<file path="config.mk">
export PLATFORM = sky130hd
export DESIGN_NAME = palindromic_prime_test_unit
export DESIGN_NICKNAME = d
export VERILOG_FILES = /design/src/sv/ppt_pkg.sv /design/src/sv/ppt_divider.sv /design/src/sv/ppt_datapath.sv /design/src/sv/ppt_ctrl.sv /design/src/sv/palindromic_prime_test_unit.sv
export SDC_FILE = /design/constraint.sdc
export NUM_CORES = 1
export LEC_CHECK = 0
export BUFFER_PORTS_ARGS = -buffer_cell sky130_fd_sc_hd__buf_2
export CORE_MARGIN = 2
export CORE_UTILIZATION = 50
export CTS_CLUSTER_DIAMETER = 60
export DETAILED_ROUTE_END_ITERATION = 16
export PLACE_DENSITY_LB_ADDON = 0.25
export SLEW_MARGIN = 20
export SYNTH_ARGS = -nofsm -noshare
export SYNTH_HDL_FRONTEND = slang
export SYNTH_SLANG_ARGS = --single-unit
</file>
<file path="constraint.sdc">
create_clock -name clk -period 6.9 [get_ports clk]
set_input_delay 0 -clock clk [delete_from_list [all_inputs] [get_ports clk]]
set_output_delay 0 -clock clk [all_outputs]
set_load 0.02 [all_outputs]
</file>
<file path="src/sv/ppt_pkg.sv">
`timescale 1ns / 1ps
// Shared constants and control/status types for the palindromic prime tester.
// No dependencies.
package ppt_pkg;

    localparam int VALUE_WIDTH = 20;
    localparam int MAX_DIGITS  = 7;

    // Trial divisor must reach just past sqrt(2^VALUE_WIDTH).
    localparam int DIV_W     = (VALUE_WIDTH + 1) / 2 + 1;
    localparam int SQ_W      = 2 * DIV_W;
    localparam int SQ_PAD    = SQ_W - VALUE_WIDTH;
    // Digit reversal of a value can exceed it by less than a factor of 16.
    localparam int REV_W     = VALUE_WIDTH + 4;
    localparam int CNT_W     = $clog2(MAX_DIGITS + 1);
    localparam int STEP_W    = $clog2(VALUE_WIDTH + 1);

    localparam int RADIX          = 10;
    localparam int FIRST_DIVISOR  = 3;
    localparam int FIRST_SQUARE   = 9;
    localparam int DIVISOR_STEP   = 2;

    // Divide by the radix as (x * ceil(2^k / 10)) >> k; k = width + 4 keeps it exact.
    localparam int              RECIP_SHIFT = VALUE_WIDTH + 4;
    localparam int              RECIP_W     = VALUE_WIDTH + 1;
    localparam int              PROD_W      = VALUE_WIDTH + RECIP_W;
    localparam longint unsigned RECIP_MULT  =
        ((64'd1 << RECIP_SHIFT) + RADIX - 1) / RADIX;

    typedef struct packed {
        logic load;          // capture a new request
        logic div_start;     // kick the trial divider
        logic digit_start;   // register rest / radix
        logic digit_step;    // consume one decimal digit
        logic next_divisor;  // advance to next odd divisor
        logic emit;          // register the result and strobe it
        logic pal;
        logic prime;
    } ppt_cmd_t;

    typedef struct packed {
        logic rest_zero;
        logic count_full;
        logic rev_eq;
        logic lt2;
        logic even;
        logic is_two;
        logic sq_le;
        logic div_done;
        logic rem_zero;
    } ppt_stat_t;

endpackage

</file>
<file path="src/sv/ppt_divider.sv">
`timescale 1ns / 1ps
// Bit-serial restoring divider, one quotient bit per cycle.
// Depends on ppt_pkg.
module ppt_divider
(
    input  logic                              clk,
    input  logic                              rst_n,
    input  logic                              start,
    input  logic [ppt_pkg::VALUE_WIDTH-1:0]   dividend,
    input  logic [ppt_pkg::DIV_W-1:0]         divisor,
    output logic [ppt_pkg::DIV_W-1:0]         remainder,
    output logic                              done
);

    logic                            run_reg, run_next;
    logic                            done_reg, done_next;
    logic [ppt_pkg::STEP_W-1:0]      cnt_reg, cnt_next;
    logic [ppt_pkg::DIV_W-1:0]       rem_reg, rem_next;
    logic [ppt_pkg::VALUE_WIDTH-1:0] quo_reg, quo_next;
    logic [ppt_pkg::DIV_W-1:0]       den_reg, den_next;
    logic [ppt_pkg::DIV_W:0]         trial;
    logic [ppt_pkg::DIV_W:0]         diff;
    logic                            fits;

    always_comb
    begin
        trial = {rem_reg, quo_reg[ppt_pkg::VALUE_WIDTH-1]};
        diff  = trial - {1'b0, den_reg};
        fits  = (trial >= {1'b0, den_reg});

        run_next  = run_reg;
        done_next = 1'b0;
        cnt_next  = cnt_reg;
        rem_next  = rem_reg;
        quo_next  = quo_reg;
        den_next  = den_reg;

        if (start)
        begin
            run_next = 1'b1;
            cnt_next = ppt_pkg::STEP_W'(ppt_pkg::VALUE_WIDTH);
            rem_next = '0;
            quo_next = dividend;
            den_next = divisor;
        end
        else if (run_reg)
        begin
            // remainder stays below the divisor, so DIV_W bits hold it
            rem_next = fits ? diff[ppt_pkg::DIV_W-1:0] : trial[ppt_pkg::DIV_W-1:0];
            quo_next = {quo_reg[ppt_pkg::VALUE_WIDTH-2:0], fits};
            cnt_next = cnt_reg - 1'b1;
            if (cnt_reg == ppt_pkg::STEP_W'(1))
            begin
                run_next  = 1'b0;
                done_next = 1'b1;
            end
        end
    end

    always_ff @(posedge clk or negedge rst_n)
    begin
        if (!rst_n)
        begin
            run_reg  <= 1'b0;
            done_reg <= 1'b0;
            cnt_reg  <= '0;
        end
        else
        begin
            run_reg  <= run_next;
            done_reg <= done_next;
            cnt_reg  <= cnt_next;
        end
    end

    always_ff @(posedge clk)
    begin
        rem_reg <= rem_next;
        quo_reg <= quo_next;
        den_reg <= den_next;
    end

    assign remainder = rem_reg;
    assign done      = done_reg;

endmodule

</file>
<file path="src/sv/ppt_datapath.sv">
`timescale 1ns / 1ps
// Datapath: held value, digit reversal, odd trial divisor with running square,
// result registers. Depends on ppt_pkg and ppt_divider.
module ppt_datapath
(
    input  logic                              clk,
    input  logic                              rst_n,
    input  ppt_pkg::ppt_cmd_t                 cmd,
    output ppt_pkg::ppt_stat_t                stat,
    input  logic [ppt_pkg::VALUE_WIDTH-1:0]   number,
    output logic                              done,
    output logic [ppt_pkg::VALUE_WIDTH-1:0]   number_out,
    output logic                              is_palindrome,
    output logic                              is_prime,
    output logic                              is_both
);

    logic [ppt_pkg::VALUE_WIDTH-1:0] value_reg;
    logic [ppt_pkg::VALUE_WIDTH-1:0] rest_reg;
    logic [ppt_pkg::VALUE_WIDTH-1:0] q10_reg;
    logic [ppt_pkg::REV_W-1:0]       rev_reg;
    logic [ppt_pkg::CNT_W-1:0]       count_reg;
    logic [ppt_pkg::DIV_W-1:0]       d_reg;
    logic [ppt_pkg::SQ_W-1:0]        sq_reg;

    logic                            done_reg;
    logic [ppt_pkg::VALUE_WIDTH-1:0] num_out_reg;
    logic                            pal_reg;
    logic                            prime_reg;

    logic [ppt_pkg::DIV_W-1:0]       div_rem;
    logic                            div_done;
    logic [ppt_pkg::REV_W-1:0]       rev_times_ten;
    logic [ppt_pkg::PROD_W-1:0]      recip_prod;
    logic [3:0]                      q10_lo_times_ten;
    logic [3:0]                      digit;

    ppt_divider u_div
    (
        .clk       (clk),
        .rst_n     (rst_n),
        .start     (cmd.div_start),
        .dividend  (value_reg),
        .divisor   (d_reg),
        .remainder (div_rem),
        .done      (div_done)
    );

    assign rev_times_ten = (rev_reg << 3) + (rev_reg << 1);

    assign recip_prod = ppt_pkg::PROD_W'(rest_reg) * ppt_pkg::PROD_W'(ppt_pkg::RECIP_MULT);
    // the digit is below ten, so the low four bits of rest - 10*q are enough
    assign q10_lo_times_ten = (q10_reg[3:0] << 3) + (q10_reg[3:0] << 1);
    assign digit            = rest_reg[3:0] - q10_lo_times_ten;

    always_comb
    begin
        stat.rest_zero  = (rest_reg == '0);
        stat.count_full = (count_reg == ppt_pkg::CNT_W'(ppt_pkg::MAX_DIGITS));
        stat.rev_eq     = (rev_reg == {4'b0000, value_reg});
        stat.lt2        = (value_reg[ppt_pkg::VALUE_WIDTH-1:1] == '0);
        stat.even       = ~value_reg[0];
        stat.is_two     = (value_reg == ppt_pkg::VALUE_WIDTH'(2));
        stat.sq_le      = (sq_reg <= {{ppt_pkg::SQ_PAD{1'b0}}, value_reg});
        stat.div_done   = div_done;
        stat.rem_zero   = (div_rem == '0);
    end

    always_ff @(posedge clk)
    begin
        if (cmd.load)
        begin
            value_reg <= number;
            rest_reg  <= number;
            rev_reg   <= '0;
            count_reg <= '0;
            d_reg     <= ppt_pkg::DIV_W'(ppt_pkg::FIRST_DIVISOR);
            sq_reg    <= ppt_pkg::SQ_W'(ppt_pkg::FIRST_SQUARE);
        end
        else
        begin
            if (cmd.digit_start)
            begin
                q10_reg <= ppt_pkg::VALUE_WIDTH'(recip_prod >> ppt_pkg::RECIP_SHIFT);
            end
            if (cmd.digit_step)
            begin
                rest_reg  <= q10_reg;
                rev_reg   <= rev_times_ten + {{(ppt_pkg::REV_W-4){1'b0}}, digit};
                count_reg <= count_reg + 1'b1;
            end
            if (cmd.next_divisor)
            begin
                // (d+2)^2 = d^2 + 4d + 4
                d_reg  <= d_reg + ppt_pkg::DIV_W'(ppt_pkg::DIVISOR_STEP);
                sq_reg <= sq_reg + {{(ppt_pkg::SQ_W-ppt_pkg::DIV_W){1'b0}}, d_reg} * 3'd4
                          + ppt_pkg::SQ_W'(4);
            end
        end
        if (cmd.emit)
        begin
            num_out_reg <= value_reg;
            pal_reg     <= cmd.pal;
            prime_reg   <= cmd.prime;
        end
    end

    always_ff @(posedge clk or negedge rst_n)
    begin
        if (!rst_n)
        begin
            done_reg <= 1'b0;
        end
        else
        begin
            done_reg <= cmd.emit;
        end
    end

    assign done          = done_reg;
    assign number_out    = num_out_reg;
    assign is_palindrome = pal_reg;
    assign is_prime      = prime_reg;
    assign is_both       = pal_reg & prime_reg;

endmodule

</file>
<file path="src/sv/ppt_ctrl.sv">
`timescale 1ns / 1ps
// Controller: sequences digit reversal, then trial division, then the result.
// Depends on ppt_pkg.
module ppt_ctrl
(
    input  logic               clk,
    input  logic               rst_n,
    input  logic               start,
    output logic               busy,
    input  ppt_pkg::ppt_stat_t stat,
    output ppt_pkg::ppt_cmd_t  cmd
);

    typedef enum logic [2:0]
    {
        IDLE,
        DIG_CHECK,
        DIG_WAIT,
        PRM_CHECK,
        PRM_WAIT
    } state_t;

    state_t state_reg, state_next;
    logic   pal_reg, pal_next;
    logic   busy_reg;

    always_comb
    begin
        state_next = state_reg;
        pal_next   = pal_reg;
        cmd        = '0;
        cmd.pal    = pal_reg;

        case (state_reg)
            IDLE:
            begin
                if (start)
                begin
                    cmd.load   = 1'b1;
                    state_next = DIG_CHECK;
                end
            end
            DIG_CHECK:
            begin
                if (!stat.rest_zero && !stat.count_full)
                begin
                    cmd.digit_start = 1'b1;
                    state_next      = DIG_WAIT;
                end
                else
                begin
                    // digits left over means too many digits: not a palindrome
                    pal_next   = stat.rest_zero & stat.rev_eq;
                    state_next = PRM_CHECK;
                end
            end
            DIG_WAIT:
            begin
                cmd.digit_step = 1'b1;
                state_next     = DIG_CHECK;
            end
            PRM_CHECK:
            begin
                if (stat.lt2)
                begin
                    cmd.emit   = 1'b1;
                    cmd.prime  = 1'b0;
                    state_next = IDLE;
                end
                else if (stat.even)
                begin
                    cmd.emit   = 1'b1;
                    cmd.prime  = stat.is_two;
                    state_next = IDLE;
                end
                else if (stat.sq_le)
                begin
                    cmd.div_start = 1'b1;
                    state_next    = PRM_WAIT;
                end
                else
                begin
                    cmd.emit   = 1'b1;
                    cmd.prime  = 1'b1;
                    state_next = IDLE;
                end
            end
            PRM_WAIT:
            begin
                if (stat.div_done)
                begin
                    if (stat.rem_zero)
                    begin
                        cmd.emit   = 1'b1;
                        cmd.prime  = 1'b0;
                        state_next = IDLE;
                    end
                    else
                    begin
                        cmd.next_divisor = 1'b1;
                        state_next       = PRM_CHECK;
                    end
                end
            end
            default:
            begin
                state_next = IDLE;
            end
        endcase
    end

    always_ff @(posedge clk or negedge rst_n)
    begin
        if (!rst_n)
        begin
            state_reg <= IDLE;
            pal_reg   <= 1'b0;
            busy_reg  <= 1'b0;
        end
        else
        begin
            state_reg <= state_next;
            pal_reg   <= pal_next;
            busy_reg  <= (state_next != IDLE);
        end
    end

    assign busy = busy_reg;

endmodule

</file>
<file path="src/sv/palindromic_prime_test_unit.sv">
`timescale 1ns / 1ps
// Top level of the palindromic prime tester: controller plus datapath.
// Depends on ppt_pkg, ppt_ctrl, ppt_datapath.

// A request is taken when start is high while busy is low; busy then stays high
// until the answer is out. Each request produces one result, shown for a single
// cycle with done high; the receiver cannot stall it, so it must capture it then.
// Decimal digits are peeled off by a reciprocal multiply, one per DIG_CHECK, DIG_WAIT pass.
// The rest of the run is set by the bit-serial trial divider, started once per
// odd trial divisor d = 3, 5, ... while d*d <= number and no remainder is zero;
// a prime near 2^20 takes about 511 divisions. Even numbers and numbers below 2
// finish right after the digit pass.
module palindromic_prime_test_unit
(
    input  logic                              clk,
    input  logic                              rst_n,
    input  logic                              start,
    output logic                              busy,
    input  logic [ppt_pkg::VALUE_WIDTH-1:0]   number,
    output logic                              done,
    output logic [ppt_pkg::VALUE_WIDTH-1:0]   number_out,
    output logic                              is_palindrome,
    output logic                              is_prime,
    output logic                              is_both
);

    ppt_pkg::ppt_cmd_t  cmd;
    ppt_pkg::ppt_stat_t stat;

    ppt_ctrl u_ctrl
    (
        .clk   (clk),
        .rst_n (rst_n),
        .start (start),
        .busy  (busy),
        .stat  (stat),
        .cmd   (cmd)
    );

    ppt_datapath u_dp
    (
        .clk           (clk),
        .rst_n         (rst_n),
        .cmd           (cmd),
        .stat          (stat),
        .number        (number),
        .done          (done),
        .number_out    (number_out),
        .is_palindrome (is_palindrome),
        .is_prime      (is_prime),
        .is_both       (is_both)
    );

endmodule

</file>
After elaboration in Yosys (flattened, before gate mapping). Cells that the tools add are included. W data, S select, Z words.

Output and inout bits: 25. Logic and storage cells: 98. Input port bits: 23. Register bits: 194.

$lt $le $gt $ge: 2. Muxes and demuxes: 39. $add $sub $neg: 10. Equal/unequal tests: 8. Reductions and logical operators: 13. Bitwise operators: 5. Multiply operators: 1.

Operators with widths (count): $mux W20 (4); $mul A20 B20 Y40 const B (1); $add A24 B24 Y24 (1); $add A24 B4 Y24 (1); $eq A24 B20 Y1 (1); $mux W1 (23); $add A22 B13 Y22 (1); $add A22 B3 Y22 const B (1); $le A22 B20 Y1 (1); $eq A20 B2 Y1 const B (1); $logic_not A20 Y1 (1); $logic_not A19 Y1 (1); $mux W3 (5); $pmux W3 S5 (1); $ge A12 B11 Y1 (1); $add A11 B2 Y11 const B (1); $logic_not A11 Y1 (1); $mux W11 (1); $sub A11 B11 Y11 (1); $mux W5 (2); $eq A3 B2 Y1 const B (2); $eq A3 B3 Y1 const B (2); $eq A5 B1 Y1 const B (1); $sub A5 B1 Y5 const B (1); other kinds (15) (22).

Longest topological paths before layout. Gate-level depths: netlist of run 1.

Word-level depth: 6. Gate-level depth with buffers: 25. Mapped depth without buffers: 24.

Modules after synthesis. A second synthesis of run 1 with hierarchy kept.

Cells, all modules: 1707. Area, all modules: 17863.4 µm².

By module, submodules not included: ppt_datapath (sequential area each 3518.4 µm², instances 1, cells an instance 1434, area each 14836.7 µm²); ppt_divider (sequential area each 1326.3 µm², instances 1, cells an instance 236, area each 2692.6 µm²); ppt_ctrl (sequential area each 125.1 µm², instances 1, cells an instance 37, area each 334.1 µm²).

Least setup slack after synthesis of run 1. Ideal clock, no wire load.

Path kind: register to register. Start: register u_dp.rest_reg[1] (netlist name). End: register u_dp.q10_reg[16] (netlist name) (data pin). Cell stages (with the launch flop): 23. Arrival time: 5.941 ns. Period minus slack after synthesis: 6.201 ns. Data required time: 6.640 ns. Setup time: 0.260 ns. Buffers on the path: 0. Setup slack: 0.699 ns. Cell sequence: edfxtp_1 -> inv_1 -> ha_1 -> ha_1 -> inv_1 -> fa_1 -> inv_1 -> fa_1 -> fa_1 -> fa_1 -> inv_1 -> fa_1 -> inv_1 -> ha_1 -> a21oi_1 -> o21ai_0 -> nor3_1 -> a211oi_2 -> a41o_1 -> a22o_1 -> a211o_1 -> a21oi_1 -> xnor2_1.

Word-level cells in the longest chain between the ends: 1.

RTL lines: from (decl) (line ppt_datapath.sv:19) `logic [ppt_pkg::VALUE_WIDTH-1:0] rest_reg;`; from (signal assigned) (line ppt_datapath.sv:74) `rest_reg <= number;`; from (signal assigned) (line ppt_datapath.sv:88) `rest_reg <= q10_reg;`; $mul A20 B20 Y40 (line ppt_datapath.sv:51) `assign recip_prod = ppt_pkg::PROD_W'(rest_reg) * ppt_pkg::PROD_W'(ppt_pkg::RECIP_MULT);`; named net u_dp.recip_prod, one bit (line ppt_datapath.sv:34) `logic [ppt_pkg::PROD_W-1:0] recip_prod;`; to (signal assigned) (line ppt_datapath.sv:84) `q10_reg <= ppt_pkg::VALUE_WIDTH'(recip_prod >> ppt_pkg::RECIP_SHIFT);`; to (decl) (line ppt_datapath.sv:20) `logic [ppt_pkg::VALUE_WIDTH-1:0] q10_reg;`.

The timed path passes the listed nets, and every way through them passes these cells. A chain may end at the register's enable or synchronous reset.

Worst setup path after layout of run 1.
Start: register u_dp.rest_reg[3] (netlist name). End: register u_dp.q10_reg[8] (netlist name) (data pin).

The elaborated chain is that of the path after synthesis.

==> results.toml, run 1 <==
[outcome]
outcome = "finished, final reports clean"

[clocking]
cts_max_path_buffers = 2
clockRootBuffer = "clkbuf_16"
cts_buffers = 17
clk_latency_ns = 0.45
clkSinkCount = 189
cts_tree = "done"
cts-htree-levels = 4
clk_pin_slew_ns = 0.08

[timing]
max_freq_mhz = 151
fin_crit_sh_pct = 95.9
hold_viol = 0
worst_pin_slew_ns = 1.08
period_minus_slack_ns = 6.62
finalMaxSlewViolations = 0
fin_tns_setup_ns = 0
clock_skew_ns = 0.0121
rsz0062_at_grt = "no"
setup_violations = 0
max_slew_margin_pct = 28.1

[die]
start_util_pct = 50.9
fp.dieH_um = 189
num_rows = 67
die_width_um = 189
ioPinCount = 48
fp.dieArea_um2 = 35700
core_area_um2 = 33600

[drt]
m1WireLength_mm = 18.7
drt-initial-drc-count = 706
ant_nets = 0
drc = 0
wl_per_cell_um = 19.2
firstDrtPassIters = 5
routed-wl-met2_mm = 20.1
wirelength_mm = 42.1
vias = 12000
via_per_inst = 5.49
top_layer = "met5"
route.met3.wl_mm = 2.09

[placement]
portBuffers = 47
globalplace.congestion = 0.916
hpwl_mm = 33.7
dp.cells = 2121

[layout]
area_growth_pct = 10.1
diodes = 0
largest_register_ffs = 24
stdcell_count = 2187
layout.area.seq_um2 = 4940
layout-drive-gt1-share_pct = 8.57
final_nets = 2194
multi_input_area_um2 = 11100
n_fill_cell = 2921

[synth]
syn_inst = 1642
async_reset_ff_share_pct = 6.88
synth_edf_count = 109
synth_fp_nets = 2110
ys_types = 67
ys.flop_type = "edfxtp_1"
yosys_warnings = 0
ys_seq_elements = 189
syn_avg_cell_area_um2 = 10.4
synth_area_um2 = 17100
seq_area_frac_synth_pct = 28.9

[grt]
grt_max_degree = 80
track_usage_pct = 24.7
grt_antenna_before_repair = 1
grt_pass1_wl_mm = 67.6
grt_overflow = 0
grt_pass1_vias = 12200

[worst_setup_path]
endpoint_kind = "register"
r2r_start = "u_dp.rest_reg[3]$_DFFE_PP_"
crit_type = "register to register"
required_ns = 7.11
cp.arrival_ns = 6.83
crit_start = "u_dp.rest_reg[3]$_DFFE_PP_"
cp_max_fo = 7
worst_setup_path_start_kind = "register"

[hold_path]
hp-start = "number[9]"
hold_class = "input port to register"

[run]
cap_violations = 0
==> cells in the mapped netlist, types with 4 or more instances <==
library cell	count	area, µm²
nand4_1	21	131
mux2_4	10	150
xor2_1	57	499
a211oi_1	20	150
nand2b_1	5	31.3
nor2_1	64	240
dfxtp_1	67	1340
nor2b_1	6	37.5
dfrtp_1	13	325
fa_1	133	2660
and3_1	9	56.3
a31oi_1	5	31.3
and2_1	10	62.6
mux2_2	8	90.1
or3_1	8	50.1
clkbuf_1	24	90.1
nor3b_1	5	37.5
o21ai_0	33	165
nor3_1	16	80.1
ha_1	312	3900
nor4b_1	4	35.0
a21o_1	38	285
mux2i_1	11	110
nand2_1	146	548
o21bai_1	16	120
or2_2	5	31.3
nand3_1	15	75.1
xnor2_1	53	464
o21ai_1	4	20.0
o211ai_1	8	60.1
nor4_1	13	81.3
inv_1	262	983
edfxtp_1	109	3270
a21oi_1	81	405
==> final cells by class <==
cell class                 instances  area share [%]
clock inverter                    15           0.851
inverter                         263            5.24
sequential                       189            26.2
multi-input combinational       1159            58.9
clock buffer                      17            2.26
timing repair buffer              96            3.55
tap                              448            2.98
==> critical path: stages, from the launching register on <==
cell and delay [ns]:
edfxtp_1 0.53, inv_1 0.08, ha_1 0.46, xor2_1 0.36
ha_1 0.34, fa_1 0.52, fa_1 0.52, fa_1 0.52
fa_1 0.53, ha_1 0.32, ha_1 0.32, a21oi_1 0.07
o21ai_0 0.36, a31oi_1 0.12, a211oi_2 0.35, buf_4 0.21
a41oi_2 0.20, o21ai_0 0.32, a21oi_1 0.13, xnor2_1 0.13
==> logic make-up (layout without fill, tap and decap cells) <==
logic type                 after synthesis  in the layout  synth area share [%]
and+or+nand+nor                        336            336                  9.21
DFF                                    189            189                  28.9
xor gates and xnor gates               110            110                  5.64
adders and majority gates              445            445                  38.4
buffers and inverters                  294            391                  6.57
AOI/OAI and AO/OA                      237            237                  9.10
muxes                                   31             31                  2.18
==> routing by layer <==
metal | up-vias | GRT usage, %
li1 | 5753 | -
met1 | 5877 | 32.7
met2 | 297 | 41.0
met3 | 74 | 4.34
met4 | 2 | 8.02
met5 | - | 0
==> metrics by stage <==
step           area (µm²)  setup WS (ns)  hold slack, ns  util (%)
2_1_floorplan       17100          0.699          -0.296         -
3_3_place_gp        17900          0.219         -0.0838      53.3
5_1_grt             18800         0.0139           0.279      56.0
6_report            18800          0.283           0.280      56.0
4_1_cts             18700          0.151           0.256      55.7
3_5_place_dp        17900          0.178         -0.0807      53.3
==> timing repair <==
item                                    CTS  global route
setup buffers                             0            10
hold endpoints to repair                 53             0
endpoints found under the setup margin    0             8
gates resized for setup                   0             4
hold buffers                             23             0
==> worst paths after layout <==
check | cells after the start | to | slack, ns
max | 19 | u_dp.q10_reg[8]$_DFFE_PP_ | 0.28
min | 2 | u_dp.value_reg[9]$_DFFE_PP_ | 0.28
max reg2reg | 19 | u_dp.q10_reg[8]$_DFFE_PP_ | 0.28
min reg2reg | 0 | u_dp.is_palindrome$_DFFE_PP_ | 0.46
max in group asynchronous | 3 | u_dp.u_div.run_reg$_DFF_PN0_ | 5.80
min in group asynchronous | 3 | u_ctrl.state_reg[1]$_DFF_PN0_ | 0.67
==> layout by cell type (no fill, tap or decap), drive strengths merged, types with 53 or more instances in the layout <==
cell	netlist	routed
ha	312	312
nand2	146	146
dfxtp	67	67
edfxtp	109	109
nor2	64	64
inv	262	268
xor2	57	57
xnor2	53	53
buf	7	73
a21oi	82	82
fa	133	133
Power of run 1 is left out: the tool's default activity adds up to more than one toggle a clock period on the data nets, which glitch-free logic cannot reach.
==> run 2: changes to the inputs <==
Settings changed: CORE_MARGIN 2 to 4, CORE_UTILIZATION 50 to 44, SKIP_LAST_GASP set to 1.
==> run 2 against run 1 <==
Net effect: critical path depth up 3; hold slack worse by 0.24 ns; routed wire length up 0.14%; clock-buffer cell count unchanged.
==> results.toml, run 2 (synthesis gave the netlist of run 1 again) <==
[outcome]
outcome = "finished, final reports clean"

[hold_path]
hold_class = "input port to register"

[drt]
via_per_inst = 5.23
wirelength_mm = 42.2
ant_nets = 0
drc = 0
firstDrtPassIters = 7
wl_per_cell_um = 18.8
vias = 11800
drt-initial-drc-count = 614

[run]
cap_violations = 0

[placement]
globalplace.congestion = 0.931
post-place-ws_ns = 0.217
hpwl_mm = 33.9
portBuffers = 47

[timing]
fin_tns_setup_ns = 0
finalMaxSlewViolations = 0
clock_skew_ns = 0.0127
worst_pin_slew_ns = 1.03
fin_crit_sh_pct = 95.8
rsz0062_at_grt = "no"
max_slew_margin_pct = 31.5
max_freq_mhz = 151
hold_viol = 0
setup_violations = 0
setup_slack_ns = 0.293
period_minus_slack_ns = 6.61

[layout]
n_fill_cell = 3559
multi_input_area_um2 = 11100
diodes = 0
largest_register_ffs = 24
final_common_cell = "ha_1"
area_growth_pct = 10.5
layout-drive-gt1-share_pct = 8.29
final_nets = 2192
final_cell_mix = "312 x ha_1, 262 x inv_1, 146 x nand2_1"
layout.area.seq_um2 = 4940

[worst_setup_path]
path_cells = "inv_1, ha_1, fa_1, ha_1, inv_1, fa_1, inv_1, fa_1, fa_1, inv_1, fa_1, inv_1, ha_1, a21oi_1, o221ai_1, a31oi_1, a211oi_2, a41o_1, a22o_1, a211o_1, a21oi_1, xnor2_1"
crit_type = "register to register"
cp.arrival_ns = 6.81
crit_family = "adder cells"
worst_setup_path_start_kind = "register"
r2r_slack_ns = 0.29
cpPeakStageDelay_ns = 0.58
cp_slowest_cell = "fa_1"
cp_max_fo = 5
endpoint_kind = "register"
required_ns = 7.11
path_buf_inv = 5

[clocking]
cts_buffers = 17
clk_pin_slew_ns = 0.08
clk_latency_ns = 0.45
cts_tree = "done"
cts_max_path_buffers = 2
clkSinkCount = 189
cts-htree-levels = 4
clockRootBuffer = "clkbuf_16"

[die]
ioPinCount = 48
fp.dieArea_um2 = 42100
num_rows = 71
fp.dieH_um = 205
die_width_um = 205
core_area_um2 = 38000
start_util_pct = 45.0

[grt]
track_usage_pct = 20.7
grt_max_degree = 81
grt_pass1_vias = 12100
grt_overflow = 0
grt_pass1_wl_mm = 66.9
grt_antenna_before_repair = 1
## run 2: worst register-to-register path, delay by kind of cell (launching register included)
family                     cells  cell delay (ns)
AOI/OAI and AO/OA              8             1.74
xor gates and xnor gates       1             0.08
adders and majority gates      8             3.64
buffers and inverters          5             0.35
DFF                            1             0.53
## run 2: cell type report
cell class	instances	share of cell area, %
clock buffers	17	2.25
flip-flops and latches	189	26.1
well taps	511	3.38
repair buffers	94	3.40
clock inverters	15	1.00
multi-input cells	1159	58.6
inverters	263	5.22
## run 2: what timing repair did
action	4_1_cts	5_1_grt
setup endpoints to repair	0	4
hold endpoints to repair	51	0
setup buffers	0	8
gates resized for setup	0	2
hold buffers	22	0
## run 2: path summary, 6_finish.rpt
kind | from | to | cells past startpoint
worst max-delay path | u_dp.rest_reg[16]$_DFFE_PP_ | u_dp.q10_reg[16]$_DFFE_PP_ | 22
worst min-delay path | start | u_dp.rest_reg[19]$_SDFFCE_PN0P_ | 2
min in group asynchronous | rst_n | u_ctrl.state_reg[0]$_DFF_PN0_ | 3
max in group asynchronous | rst_n | u_dp.u_div.cnt_reg[0]$_DFFE_PN0P_ | 3
worst min register to register | u_dp.rev_reg[23]$_SDFFE_PP0P_ | u_dp.rev_reg[23]$_SDFFE_PP0P_ | 2
worst max register to register | u_dp.rest_reg[16]$_DFFE_PP_ | u_dp.q10_reg[16]$_DFFE_PP_ | 22
## run 2: stage by stage
stage	hold WS [ns]	instances	util, %	instance area, µm²
2_1_floorplan	-0.296	1642	-	17100
3_3_place_gp	-0.0785	2186	47.3	18000
3_5_place_dp	-0.0798	2186	47.3	18000
4_1_cts	0.000412	2240	49.5	18800
5_1_grt	0.0482	2248	49.7	18900
6_report	0.0399	2248	49.7	18900
## run 2: routing by layer
| metal | track usage, % | up-vias | share of wire (%) |
|---|---|---|---|
| met5 | 0 | - | 0.017 |
| met4 | 4.74 | 2 | 1.9 |
| met3 | 3.44 | 43 | 4.5 |
| met2 | 35.4 | 233 | 49 |
| met1 | 27.6 | 5718 | 45 |
| li1 | - | 5756 | - |
Power of run 2 is left out for the same reason.
